[config.mk]
export PLATFORM = sky130hd
export DESIGN_NAME = dgos_ctrl
export DESIGN_NICKNAME = d
export VERILOG_FILES = /design/src/design/dgos_pkg.sv /design/src/design/dgos_ctrl.sv
export SDC_FILE = /design/constraint.sdc
export NUM_CORES = 1
export LEC_CHECK = 0
export BUFFER_PORTS_ARGS = -buffer_cell sky130_fd_sc_hd__buf_4
export CAP_MARGIN = 30
export CORE_AREA = 10 10 47 49
export DETAILED_ROUTE_END_ITERATION = 7
export DIE_AREA = 0 0 57 59
export PLACE_DENSITY = 0.75
export SYNTH_ARGS = -nofsm -noshare
export SYNTH_HDL_FRONTEND = slang
export SYNTH_SLANG_ARGS = --single-unit
[constraint.sdc]
create_clock -name clk -period 1.9 [get_ports clk]
set_clock_uncertainty 0.2 [all_clocks]
set_input_delay 0.38 -clock clk [delete_from_list [all_inputs] [get_ports clk]]
set_output_delay 0.38 -clock clk [all_outputs]
set_load 0.01 [all_outputs]
[src/design/dgos_pkg.sv]
// Shared types and constants for the diagonal Gaussian online scorer.
package dgos_pkg;

    localparam int DIM_DEFAULT  = 16;
    localparam int FRAC_DEFAULT = 16;

    localparam int ALPHA_W = 16;
    localparam int DATA_W  = 32;
    localparam int ACC_W   = 48;
    localparam int LN_W    = 32;

    localparam logic [ALPHA_W-1:0] ALPHA_RESET = 16'd655;
    localparam logic [16:0]        ALPHA_ONE   = 17'h10000;

    // Shared multiplier: 49-bit operand times 33-bit operand, 8 bits a cycle
    localparam int MUL_X_W   = 49;
    localparam int MUL_Y_W   = 33;
    localparam int MUL_P_W   = MUL_X_W + MUL_Y_W;
    localparam int MUL_DIGIT = 8;
    localparam int MUL_STEPS = (MUL_Y_W + MUL_DIGIT - 1) / MUL_DIGIT;

    // Squared-difference and quotient caps
    localparam int SQ_W = 47;
    localparam logic [SQ_W-1:0] SQ_CAP = {SQ_W{1'b1}};
    localparam int Q_W  = 51;
    localparam logic [Q_W-1:0] Q_CAP = {1'b1, {(Q_W-1){1'b0}}};

    // Divider: 65-bit dividend, two quotient bits a cycle
    localparam int DIV_N_W   = 66;
    localparam int DIV_STEPS = DIV_N_W / 2;

    // ln(2) in Q28
    localparam logic signed [28:0] LN2_Q28 = 29'sd186065280;

    typedef enum logic [1:0] {
        OP_LOAD   = 2'd0,
        OP_UPDATE = 2'd1,
        OP_SCORE  = 2'd2,
        OP_NONE   = 2'd3
    } opcode_t;

    typedef enum logic [1:0] {
        MS_SQUARE,
        MS_DECAY,
        MS_MEAN,
        MS_VAR
    } mul_sel_t;

    typedef struct packed {
        logic     capture;
        logic     mem_read;
        logic     load_write;
        logic     mul_start;
        mul_sel_t mul_sel;
        logic     sq_capture;
        logic     t_capture;
        logic     nm_capture;
        logic     nv_write;
        logic     score_start;
        logic     acc_update;
        logic     err_set;
        logic     emit;
    } ctrl_cmd_t;

    typedef struct packed {
        opcode_t op;
        logic    last;
        logic    idx_ok;
        logic    var_zero;
        logic    mul_busy;
        logic    score_busy;
        logic    out_free;
    } dp_status_t;

endpackage

[src/design/dgos_ctrl.sv]
// Controller: sequences load, update and score operations over the datapath.
module dgos_ctrl
    import dgos_pkg::*;
(
    input  logic       clk,
    input  logic       rst_n,
    input  logic       in_valid,
    output logic       in_ready,
    input  dp_status_t status,
    output ctrl_cmd_t  cmd
);

    typedef enum logic [3:0] {
        S_IDLE,
        S_READ,
        S_DECODE,
        S_SQ,
        S_SQ_W,
        S_DECAY,
        S_DECAY_W,
        S_MEAN,
        S_MEAN_W,
        S_VAR,
        S_VAR_W,
        S_SC_SQ,
        S_SC_SQ_W,
        S_SC_W,
        S_LAST
    } state_t;

    state_t state_reg, state_next;

    always_comb
    begin
        state_next = state_reg;
        cmd        = '0;
        cmd.mul_sel = MS_SQUARE;
        in_ready   = (state_reg == S_IDLE);

        case (state_reg)
            S_IDLE:
            begin
                if (in_valid)
                begin
                    cmd.capture = 1'b1;
                    state_next  = S_READ;
                end
            end
            S_READ:
            begin
                cmd.mem_read = 1'b1;
                state_next   = S_DECODE;
            end
            S_DECODE:
            begin
                case (status.op)
                    OP_LOAD:
                    begin
                        cmd.load_write = status.idx_ok;
                        state_next     = S_IDLE;
                    end
                    OP_UPDATE:
                    begin
                        state_next = status.idx_ok ? S_SQ : S_IDLE;
                    end
                    OP_SCORE:
                    begin
                        if (!status.idx_ok)
                            state_next = S_LAST;
                        else if (status.var_zero)
                        begin
                            cmd.err_set = 1'b1;
                            state_next  = S_LAST;
                        end
                        else
                            state_next = S_SC_SQ;
                    end
                    default:
                    begin
                        state_next = S_IDLE;
                    end
                endcase
            end
            // update: d*d, decay term, new mean, new variance
            S_SQ:
            begin
                cmd.mul_start = 1'b1;
                cmd.mul_sel   = MS_SQUARE;
                state_next    = S_SQ_W;
            end
            S_SQ_W:
            begin
                if (!status.mul_busy)
                begin
                    cmd.sq_capture = 1'b1;
                    state_next     = S_DECAY;
                end
            end
            S_DECAY:
            begin
                cmd.mul_start = 1'b1;
                cmd.mul_sel   = MS_DECAY;
                state_next    = S_DECAY_W;
            end
            S_DECAY_W:
            begin
                if (!status.mul_busy)
                begin
                    cmd.t_capture = 1'b1;
                    state_next    = S_MEAN;
                end
            end
            S_MEAN:
            begin
                cmd.mul_start = 1'b1;
                cmd.mul_sel   = MS_MEAN;
                state_next    = S_MEAN_W;
            end
            S_MEAN_W:
            begin
                if (!status.mul_busy)
                begin
                    cmd.nm_capture = 1'b1;
                    state_next     = S_VAR;
                end
            end
            S_VAR:
            begin
                cmd.mul_start = 1'b1;
                cmd.mul_sel   = MS_VAR;
                state_next    = S_VAR_W;
            end
            S_VAR_W:
            begin
                cmd.mul_sel = MS_VAR;
                if (!status.mul_busy)
                begin
                    cmd.nv_write = 1'b1;
                    state_next   = S_IDLE;
                end
            end
            // score: d*d, then divide and log in parallel
            S_SC_SQ:
            begin
                cmd.mul_start = 1'b1;
                cmd.mul_sel   = MS_SQUARE;
                state_next    = S_SC_SQ_W;
            end
            S_SC_SQ_W:
            begin
                if (!status.mul_busy)
                begin
                    cmd.score_start = 1'b1;
                    state_next      = S_SC_W;
                end
            end
            S_SC_W:
            begin
                if (!status.score_busy)
                begin
                    cmd.acc_update = 1'b1;
                    state_next     = S_LAST;
                end
            end
            S_LAST:
            begin
                if (!status.last)
                    state_next = S_IDLE;
                else if (status.out_free)
                begin
                    cmd.emit   = 1'b1;
                    state_next = S_IDLE;
                end
            end
            default:
            begin
                state_next = S_IDLE;
            end
        endcase
    end

    always_ff @(posedge clk or negedge rst_n)
    begin
        if (!rst_n)
            state_reg <= S_IDLE;
        else
            state_reg <= state_next;
    end

endmodule

== Yosys cells after proc, flatten, opt, wreduce, memory -nomap -nowiden ==
Index checks and enable logic that the tools add are counted.
Word-level totals
  bits in registers: 4
  input bits: 11
  output and inout bits: 15
  logic and storage cells: 66
Operators by class
  eq/ne operators: 24
  multiplexer cells: 36
  reductions and logical operators: 5
Operators by type and width (number)
  $pmux W4 S15: 1
  $mux W4: 10
  $eq A4 B4 Y1 const B: 7
  $mux W1: 21
  $eq A4 B3 Y1 const B: 4
  $ne A2 B2 Y1 const B: 7
  $eq A4 B2 Y1 const B: 2
  $pmux W4 S2: 1
  $reduce_and A8 Y1: 1
  $pmux W2 S3: 1
  $reduce_or A5 Y1: 1
  $eq A4 B1 Y1 const B: 1
  $logic_not A4 Y1: 1
  $mux W3: 1
  $ne A3 B3 Y1 const B: 1
  $eq A2 B1 Y1 const B: 1
  $eq A2 B2 Y1 const B: 1
  $logic_not A2 Y1: 1
  $mux W2: 1
  $reduce_or A2 Y1: 1

== Depth between registers and ports, before layout ==
Gate-level depths: netlist of run 1.
  depth in word-level cells: 4
  mapped depth: 6
  depth with buffers taken out: 6

== Worst setup path before layout of run 1 ==
No wires, ideal clock.
  kind: flip-flop to output port
  start point: register state_reg[1]
  end point: output cmd[13] in the netlist's numbering
  arrival time: 1336 ps
  data required time: 1320 ps
  setup slack: -16 ps
  stages on the path, launching flop included: 4
  path buffers: 1
  path through: dfrtp_1 clkbuf_1 nor4_1 and2_1
RTL lines
  start: declaration: RTL line dgos_ctrl.sv:31  | state_t state_reg, state_next;
  start signal: assignment: RTL line dgos_ctrl.sv:187  | state_reg <= state_next;
  end: declaration: RTL line dgos_ctrl.sv:10  | output ctrl_cmd_t cmd

==> impl_metrics.prom, run 1 <==
# TYPE chip_impl_metric gauge
chip_impl_info{name="run_status",value="finished with violations"} 1
chip_impl_info{name="violations",value="negative setup slack"} 1
chip_impl_metric{name="number_of_iterations_in_the_first_detailed_routing_pass",unit=""} 4
chip_impl_metric{name="drt_iter0_drc",unit=""} 21
chip_impl_metric{name="timing_hold_violations_final",unit=""} 0
chip_impl_metric{name="power.total",unit="mW"} 1.26
chip_impl_metric{name="cts_inserted_buffers",unit=""} 3
chip_impl_metric{name="ioPinCount",unit=""} 26
chip_impl_metric{name="multi_input_area",unit="sq um"} 462
chip_impl_metric{name="gp_congestion",unit=""} 0.885
chip_impl_metric{name="share_of_synthesized_flip_flops_with_an_asynchronous_set_or_reset",unit="%"} 100
chip_impl_metric{name="tightest_slew",unit="ns"} 0.259
chip_impl_metric{name="crit_fanout",unit=""} 8
chip_impl_info{name="critPathCaptureType",value="primary output"} 1
chip_impl_metric{name="power.sequential.fraction",unit="%"} 15.5
chip_impl_metric{name="hold_slack",unit="ns"} 0.166
chip_impl_metric{name="largest_reg_flops",unit=""} 4
chip_impl_info{name="ys_top_cells_by_area",value="sky130_fd_sc_hd__dfrtp_1 19%, sky130_fd_sc_hd__nor3_1 8.4%, sky130_fd_sc_hd__ha_1 7.0%"} 1
chip_impl_metric{name="die_width",unit="um"} 57
chip_impl_metric{name="post_route_cells_drive_above_1_share",unit="%"} 50.0
chip_impl_metric{name="synth_nets",unit=""} 90
chip_impl_metric{name="clock_insertion_delay_worst_skew",unit="ns"} 0.24
chip_impl_metric{name="syn2layout_area_growth",unit="%"} 69.6
chip_impl_metric{name="layout_cell_area_excl_fill",unit="sq um"} 906
chip_impl_metric{name="clk_pin_slew_worst_paths",unit="ns"} 0.05
chip_impl_metric{name="postPlaceCellArea",unit="sq um"} 759
chip_impl_metric{name="syn_area_per_cell",unit="sq um"} 7.03
chip_impl_metric{name="grt_pass1_wl",unit="um"} 2770
chip_impl_info{name="hold_path_class",value="in2reg"} 1
chip_impl_metric{name="num-fill-cells",unit=""} 123
chip_impl_metric{name="edff_count_synth",unit=""} 0
chip_impl_metric{name="fp.dieArea",unit="sq mm"} 0.00336
chip_impl_info{name="yosys_most_used_dff",value="sky130_fd_sc_hd__dfrtp_1"} 1
chip_impl_metric{name="layout_setup_ws",unit="ns"} -0.0511
chip_impl_metric{name="final_net_count",unit=""} 128
chip_impl_metric{name="clkPwrFrac",unit="%"} 8.5
chip_impl_metric{name="rows",unit=""} 14
chip_impl_metric{name="post-route-period-util",unit="%"} 103
chip_impl_metric{name="number_of_antenna_violations_at_the_first_check_in_global_routing",unit=""} 0
chip_impl_metric{name="yosys.area.top_type_share",unit="%"} 18.7
chip_impl_metric{name="cts.sink_count",unit=""} 4
chip_impl_metric{name="routed_wire_length_per_instance",unit="um"} 14.1
chip_impl_metric{name="post_synth_instance_area",unit="sq um"} 534
chip_impl_metric{name="synth.lib_cells_used.distinct",unit=""} 28
chip_impl_metric{name="synth-seq-area-share",unit="%"} 18.7
chip_impl_metric{name="cp_data_arrival_time",unit="ns"} 1.37
chip_impl_metric{name="n_antenna_cell",unit=""} 0
chip_impl_metric{name="place.port_buffers",unit=""} 25
chip_impl_info{name="setup.worst_path.start",value="state_reg[0]"} 1
chip_impl_metric{name="grt_use_total",unit="%"} 9.85
chip_impl_metric{name="mean_number_of_vias_per_cell",unit=""} 5.16
chip_impl_metric{name="global_route.overflow_total",unit=""} 0
chip_impl_metric{name="power.internal",unit="mW"} 0.698
chip_impl_info{name="yosys.area.top_type",value="sky130_fd_sc_hd__dfrtp_1"} 1
chip_impl_metric{name="cellPowerDensity",unit="mW/mm^2"} 1390
chip_impl_info{name="synth_commonest_cells",value="9 x sky130_fd_sc_hd__nor2_1, 9 x sky130_fd_sc_hd__nor3_1, 7 x sky130_fd_sc_hd__nand2_1"} 1
chip_impl_info{name="worstSetupPathType",value="reg2out"} 1
chip_impl_metric{name="postSynthCellCount",unit=""} 76
chip_impl_metric{name="layout.area.seq",unit="sq um"} 103
chip_impl_info{name="ctsRootBufferMaster",value="sky130_fd_sc_hd__clkbuf_4"} 1
chip_impl_metric{name="p_comb_share",unit="%"} 76.0
chip_impl_info{name="critical_path.reg2reg.startpoint",value="state_reg[0]"} 1
chip_impl_metric{name="setup_viol",unit=""} 4
chip_impl_metric{name="drt_drc_violations_left",unit=""} 0
chip_impl_metric{name="pin_count_of_the_biggest_net_entering_global_routing",unit=""} 16
chip_impl_metric{name="leakage",unit="nW"} 0.440
chip_impl_metric{name="synthesis.yosys.warnings",unit=""} 0
chip_impl_metric{name="report.final.slew_viol_count",unit=""} 0
chip_impl_metric{name="cap_viol_max_count",unit=""} 0
chip_impl_info{name="cts_tree",value="built"} 1
chip_impl_metric{name="fin_util",unit="%"} 64.6
chip_impl_metric{name="dieHeight",unit="um"} 59
chip_impl_metric{name="ctsHtreeMaxLevel",unit=""} 1
chip_impl_info{name="critPathLaunchType",value="register"} 1
chip_impl_metric{name="vdd_ir_max",unit="V"} 0.00113
chip_impl_metric{name="cts_max_path_buffers",unit=""} 2
chip_impl_metric{name="via_count_of_the_first_global_routing_pass",unit=""} 627
chip_impl_metric{name="place.detailed.hpwl",unit="um"} 1300
chip_impl_metric{name="postRouteWirelength",unit="um"} 1810
chip_impl_metric{name="start_util",unit="%"} 38.1
chip_impl_info{name="hold_path.startpoint",value="status[1]"} 1
chip_impl_metric{name="final_period_minus_worst_setup_slack",unit="ns"} 1.95
chip_impl_metric{name="ant_nets",unit=""} 0
chip_impl_metric{name="timing.fmax",unit="GHz"} 0.513
chip_impl_info{name="rsz_0062_raised_after_global_routing",value="yes"} 1
chip_impl_metric{name="sw_frac_of_total",unit="%"} 44.5
chip_impl_metric{name="route.vias.total",unit=""} 661
chip_impl_metric{name="yosys_register_bits",unit=""} 4
chip_impl_metric{name="critPathRequiredTime",unit="ns"} 1.32
chip_impl_metric{name="switching_power",unit="mW"} 0.560
chip_impl_metric{name="core_region_area",unit="sq mm"} 0.00140
chip_impl_metric{name="relSlewSlack",unit="%"} 82.6
[cell type report]
cell class | count | share of cell area [%]
clock buffers | 3 | 2.49
inverters | 3 | 1.24
multi-input cells | 65 | 51.0
flip-flops and latches | 4 | 11.3
well taps | 16 | 2.21
repair buffers | 37 | 31.8
[timing repair]
action,4_1_cts,5_1_grt
pin swaps,2,3
cloned,0,0
hold endpoints to repair,4,0
resized for setup,9,10
setup buffers,5,2
setup endpoints to repair,12,14
hold buffers,1,0
[worst max-delay path, cell delays in order, from the launching register on]
cell,delay [ns]
sky130_fd_sc_hd__dfrtp_2,0.47
sky130_fd_sc_hd__or3_4,0.42
sky130_fd_sc_hd__nor2_2,0.12
sky130_fd_sc_hd__buf_4,0.13
[final timing paths]
| path | endpoint | slack, ns | cells past startpoint |
|---|---|---|---|
| max in group asynchronous | state_reg[3] | 1.12 | 2 |
| hold reg to reg | state_reg[0] | 0.51 | 2 |
| min in group asynchronous | state_reg[1] | 0.27 | 2 |
| setup reg to reg | state_reg[3] | 0.20 | 7 |
| setup / recovery | cmd[5] | -0.05 | 3 |
| hold / removal | state_reg[0] | 0.17 | 3 |
[placed cells by master (no fill, tap or decap), drive strengths merged, types with 2 or more instances in the layout]
| cell | netlist | layout |
|---|---|---|
| a21o | 3 | 3 |
| a21oi | 4 | 4 |
| a221o | 2 | 2 |
| and2 | 2 | 2 |
| buf | 3 | 36 |
| clkbuf | 1 | 3 |
| dfrtp | 4 | 4 |
| ha | 3 | 3 |
| inv | 3 | 3 |
| nand2 | 7 | 7 |
| nand2b | 5 | 5 |
| nor2 | 9 | 9 |
| nor2b | 4 | 4 |
| nor3 | 9 | 9 |
| nor3b | 2 | 2 |
| o21ai | 3 | 3 |
| o22ai | 2 | 2 |
[routing by layer]
metal | GRT usage (%) | vias up | wire length (um)
met5 | 0 | - | 0
li1 | - | 344 | -
met1 | 10.8 | 295 | 717
met2 | 17.7 | 18 | 958
met3 | 2.79 | 4 | 114
met4 | 3.36 | 0 | 20
[power groups by stage]
stage	combinational [mW]	sequential [mW]	clock, mW
finish	0.956	0.195	0.108
global route	1.05	0.204	0.115
CTS	0.858	0.186	0.111
detailed placement	0.715	0.191	0
global placement	0.703	0.190	0
floorplan	0.487	0.162	0
[stage by stage]
step / setup slack, ns / setup TNS (ns) / cells
2_1_floorplan: 0.107 / 0 / 76
3_3_place_gp: 0.172 / 0 / 117
3_5_place_dp: 0.141 / 0 / 117
4_1_cts: -0.00153 / -0.00153 / 126
5_1_grt: -0.0897 / -0.607 / 128
6_report: -0.0511 / -0.0959 / 128
[kinds of logic (layout without fill, tap and decap cells)]
logic type      after synthesis  after routing  share of synthesized area [%]
simple gates                 43             43                           41.9
buf+inv                       7             43                           5.62
flops                         4              4                           18.7
fa+ha+maj                     3              3                           7.03
compound gates               18             18                           24.8
mux                           1              1                           1.87
No activity file was read; power rests on OpenSTA's default activity.
==> inputs of run 2 (changes only) <==
--- a/config.mk
+++ b/config.mk
@@ -10,7 +10,7 @@
 export CORE_AREA = 10 10 47 49
 export DETAILED_ROUTE_END_ITERATION = 7
 export DIE_AREA = 0 0 57 59
-export PLACE_DENSITY = 0.75
+export PLACE_DENSITY = 0.67
 export SYNTH_ARGS = -nofsm -noshare
 export SYNTH_HDL_FRONTEND = slang
 export SYNTH_SLANG_ARGS = --single-unit
==> run 2 against run 1 <==
Net effect: the flow still finishes with violations (negative setup slack); hold slack got worse by 0.0031 ns; non-clock buffer count rose by 5; fmax rose by 0.33%; critical endpoint is now cmd[9]; global-route usage rose by 0.84 points; worst setup slack improved by 0.0063 ns; critical path type unchanged; highest routed layer unchanged; via count rose by 7.6%.
==> impl_metrics.prom, run 2 (synthesized netlist as in run 1, its figures left out) <==
# TYPE chip_impl_metric gauge
chip_impl_info{name="rsz_0062_raised_after_global_routing",value="yes"} 1
chip_impl_metric{name="num-fill-cells",unit=""} 129
chip_impl_metric{name="cap_viol_max_count",unit=""} 0
chip_impl_metric{name="timing_hold_violations_final",unit=""} 0
chip_impl_metric{name="grt_pass1_wl",unit="um"} 3030
chip_impl_metric{name="multi_input_area",unit="sq um"} 454
chip_impl_metric{name="cts_max_path_buffers",unit=""} 2
chip_impl_metric{name="power.sequential.fraction",unit="%"} 15.3
chip_impl_info{name="timing.critical_path.slowest_stage_cell",value="sky130_fd_sc_hd__dfrtp_1"} 1
chip_impl_info{name="critical-path-top-cell-by-count",value="sky130_fd_sc_hd__buf_4"} 1
chip_impl_info{name="worstSetupPathType",value="reg2out"} 1
chip_impl_metric{name="holdPathStages",unit=""} 3
chip_impl_metric{name="layout_setup_ws",unit="ns"} -0.0448
chip_impl_metric{name="leakage",unit="nW"} 0.485
chip_impl_metric{name="gp_congestion",unit=""} 0.853
chip_impl_metric{name="cts_inserted_buffers",unit=""} 3
chip_impl_metric{name="syn2layout_area_growth",unit="%"} 81.7
chip_impl_info{name="violations",value="negative setup slack"} 1
chip_impl_metric{name="p_comb_share",unit="%"} 77.1
chip_impl_metric{name="crit_fanout",unit=""} 5
chip_impl_metric{name="cts.sink_count",unit=""} 4
chip_impl_metric{name="hold_slack",unit="ns"} 0.163
chip_impl_metric{name="power.total",unit="mW"} 1.38
chip_impl_metric{name="path_buf_inv",unit=""} 2
chip_impl_metric{name="ctsHtreeMaxLevel",unit=""} 1
chip_impl_metric{name="report.final.slew_viol_count",unit=""} 0
chip_impl_metric{name="mean_number_of_vias_per_cell",unit=""} 5.35
chip_impl_metric{name="start_util",unit="%"} 38.1
chip_impl_metric{name="place.detailed.hpwl",unit="um"} 1280
chip_impl_metric{name="dieHeight",unit="um"} 59
chip_impl_metric{name="cellPowerDensity",unit="mW/mm^2"} 1420
chip_impl_metric{name="cp_data_arrival_time",unit="ns"} 1.36
chip_impl_metric{name="largest_reg_flops",unit=""} 4
chip_impl_info{name="critPathTopFamily",value="flip-flops"} 1
chip_impl_metric{name="clkPwrFrac",unit="%"} 7.6
chip_impl_info{name="hold_path_class",value="in2reg"} 1
chip_impl_metric{name="drt_iter0_drc",unit=""} 9
chip_impl_metric{name="final_net_count",unit=""} 133
chip_impl_metric{name="n_antenna_cell",unit=""} 0
chip_impl_metric{name="routed_wire_length_per_instance",unit="um"} 13.9
chip_impl_metric{name="fp.dieArea",unit="sq mm"} 0.00336
chip_impl_metric{name="core_region_area",unit="sq mm"} 0.00140
chip_impl_metric{name="clk_pin_slew_worst_paths",unit="ns"} 0.04
chip_impl_metric{name="pin_count_of_the_biggest_net_entering_global_routing",unit=""} 16
chip_impl_metric{name="die_width",unit="um"} 57
chip_impl_metric{name="power.internal",unit="mW"} 0.799
chip_impl_metric{name="drt_drc_violations_left",unit=""} 0
chip_impl_metric{name="tightest_slew",unit="ns"} 0.240
chip_impl_metric{name="layout.area.seq",unit="sq um"} 104
chip_impl_info{name="final_common_cell",value="sky130_fd_sc_hd__buf_4"} 1
chip_impl_metric{name="ioPinCount",unit=""} 26
chip_impl_metric{name="worstRegToRegCells",unit=""} 6
chip_impl_info{name="timing.critical_path.cells",value="or2b_4, buf_4, o21ai_1, buf_4"} 1
chip_impl_metric{name="route.vias.total",unit=""} 711
chip_impl_metric{name="postRouteWirelength",unit="um"} 1850
chip_impl_metric{name="worst-path-stages",unit=""} 4
chip_impl_metric{name="place.port_buffers",unit=""} 25
chip_impl_info{name="run_status",value="finished with violations"} 1
chip_impl_metric{name="post-route-period-util",unit="%"} 102
chip_impl_metric{name="timing.fmax",unit="GHz"} 0.514
chip_impl_metric{name="global_route.overflow_total",unit=""} 0
chip_impl_metric{name="sw_frac_of_total",unit="%"} 42.1
chip_impl_metric{name="grt_use_total",unit="%"} 10.7
chip_impl_info{name="critPathCaptureType",value="primary output"} 1
chip_impl_info{name="ctsRootBufferMaster",value="sky130_fd_sc_hd__clkbuf_4"} 1
chip_impl_metric{name="critPathMaxStageDelay",unit="ns"} 0.40
chip_impl_info{name="cts_tree",value="built"} 1
chip_impl_metric{name="setup_viol",unit=""} 6
chip_impl_metric{name="clock_insertion_delay_worst_skew",unit="ns"} 0.23
chip_impl_metric{name="switching_power",unit="mW"} 0.582
chip_impl_info{name="mostFrequentLayoutCells",value="35 x sky130_fd_sc_hd__buf_4, 9 x sky130_fd_sc_hd__nor3_1, 6 x sky130_fd_sc_hd__nand2_1, 6 x sky130_fd_sc_hd__nor2_1"} 1
chip_impl_metric{name="placedCellCount",unit=""} 117
chip_impl_metric{name="ant_nets",unit=""} 0
chip_impl_metric{name="via_count_of_the_first_global_routing_pass",unit=""} 661
chip_impl_metric{name="instances_no_fill",unit=""} 133
chip_impl_metric{name="rows",unit=""} 14
chip_impl_metric{name="post_route_cells_drive_above_1_share",unit="%"} 49.6
chip_impl_info{name="critPathLaunchType",value="register"} 1
chip_impl_metric{name="number_of_antenna_violations_at_the_first_check_in_global_routing",unit=""} 0
chip_impl_metric{name="relSlewSlack",unit="%"} 83.9
chip_impl_metric{name="number_of_iterations_in_the_first_detailed_routing_pass",unit=""} 4
chip_impl_metric{name="vdd_ir_max",unit="V"} 0.000680
chip_impl_metric{name="critPathRequiredTime",unit="ns"} 1.32
chip_impl_metric{name="final_period_minus_worst_setup_slack",unit="ns"} 1.94
## run 2: tightest hold or removal path, stage by stage
cell and delay (ns):
sky130_fd_sc_hd__buf_4 0.09, sky130_fd_sc_hd__nand2_1 0.05, sky130_fd_sc_hd__o41ai_2 0.04
## run 2: timing repair
action                     CTS  global route
setup endpoints to repair   14            13
pin swaps                    1             6
cloned                       0             1
hold endpoints to repair     4             0
gates resized for setup     10            10
setup buffers                6             5
hold buffers                 1             0
## run 2: cell type report
cell class	count	area share [%]
Sequential cell	4	10.7
Timing Repair Buffer	42	37.0
Multi-Input combinational cell	65	46.8
Tap cell	16	2.06
Inverter	3	1.16
Clock buffer	3	2.32
## run 2: through the flow
| step | worst slack [ns] | instance area (sq um) | utilization (%) | setup TNS (ns) |
|---|---|---|---|---|
| global placement | 0.147 | 759 | 54.2 | 0 |
| finish | -0.0448 | 971 | 69.3 | -0.141 |
| floorplan | 0.107 | 541 | - | 0 |
| detailed placement | 0.128 | 759 | 54.2 | 0 |
| CTS | -0.0231 | 866 | 61.8 | -0.0550 |
| global route | -0.105 | 971 | 69.3 | -0.908 |
## run 2: power groups by stage
stage / clock [mW] / sequential [mW] / combinational (mW)
global route: 0.118 / 0.218 / 1.16
CTS: 0.110 / 0.190 / 0.866
floorplan: 0 / 0.162 / 0.487
finish: 0.104 / 0.212 / 1.06
detailed placement: 0 / 0.197 / 0.709
global placement: 0 / 0.197 / 0.705
## run 2: per-layer routing
layer | vias to the layer above | routed length, um | GRT usage [%]
li1 | 353 | - | -
met1 | 331 | 735 | 10.9
met2 | 23 | 957 | 19.5
met3 | 4 | 122 | 3.65
met4 | 0 | 36 | 4.36
met5 | - | 0 | 0
## run 2: final timing paths
kind / from / to / slack (ns)
max in group asynchronous: rst_n / state_reg[2] / 1.11
min reg2reg: state_reg[0] / state_reg[0] / 0.51
max: state_reg[3] / cmd[9] / -0.04
max reg2reg: state_reg[3] / state_reg[0] / 0.29
min in group asynchronous: rst_n / state_reg[1] / 0.27
min: status[1] / state_reg[0] / 0.16
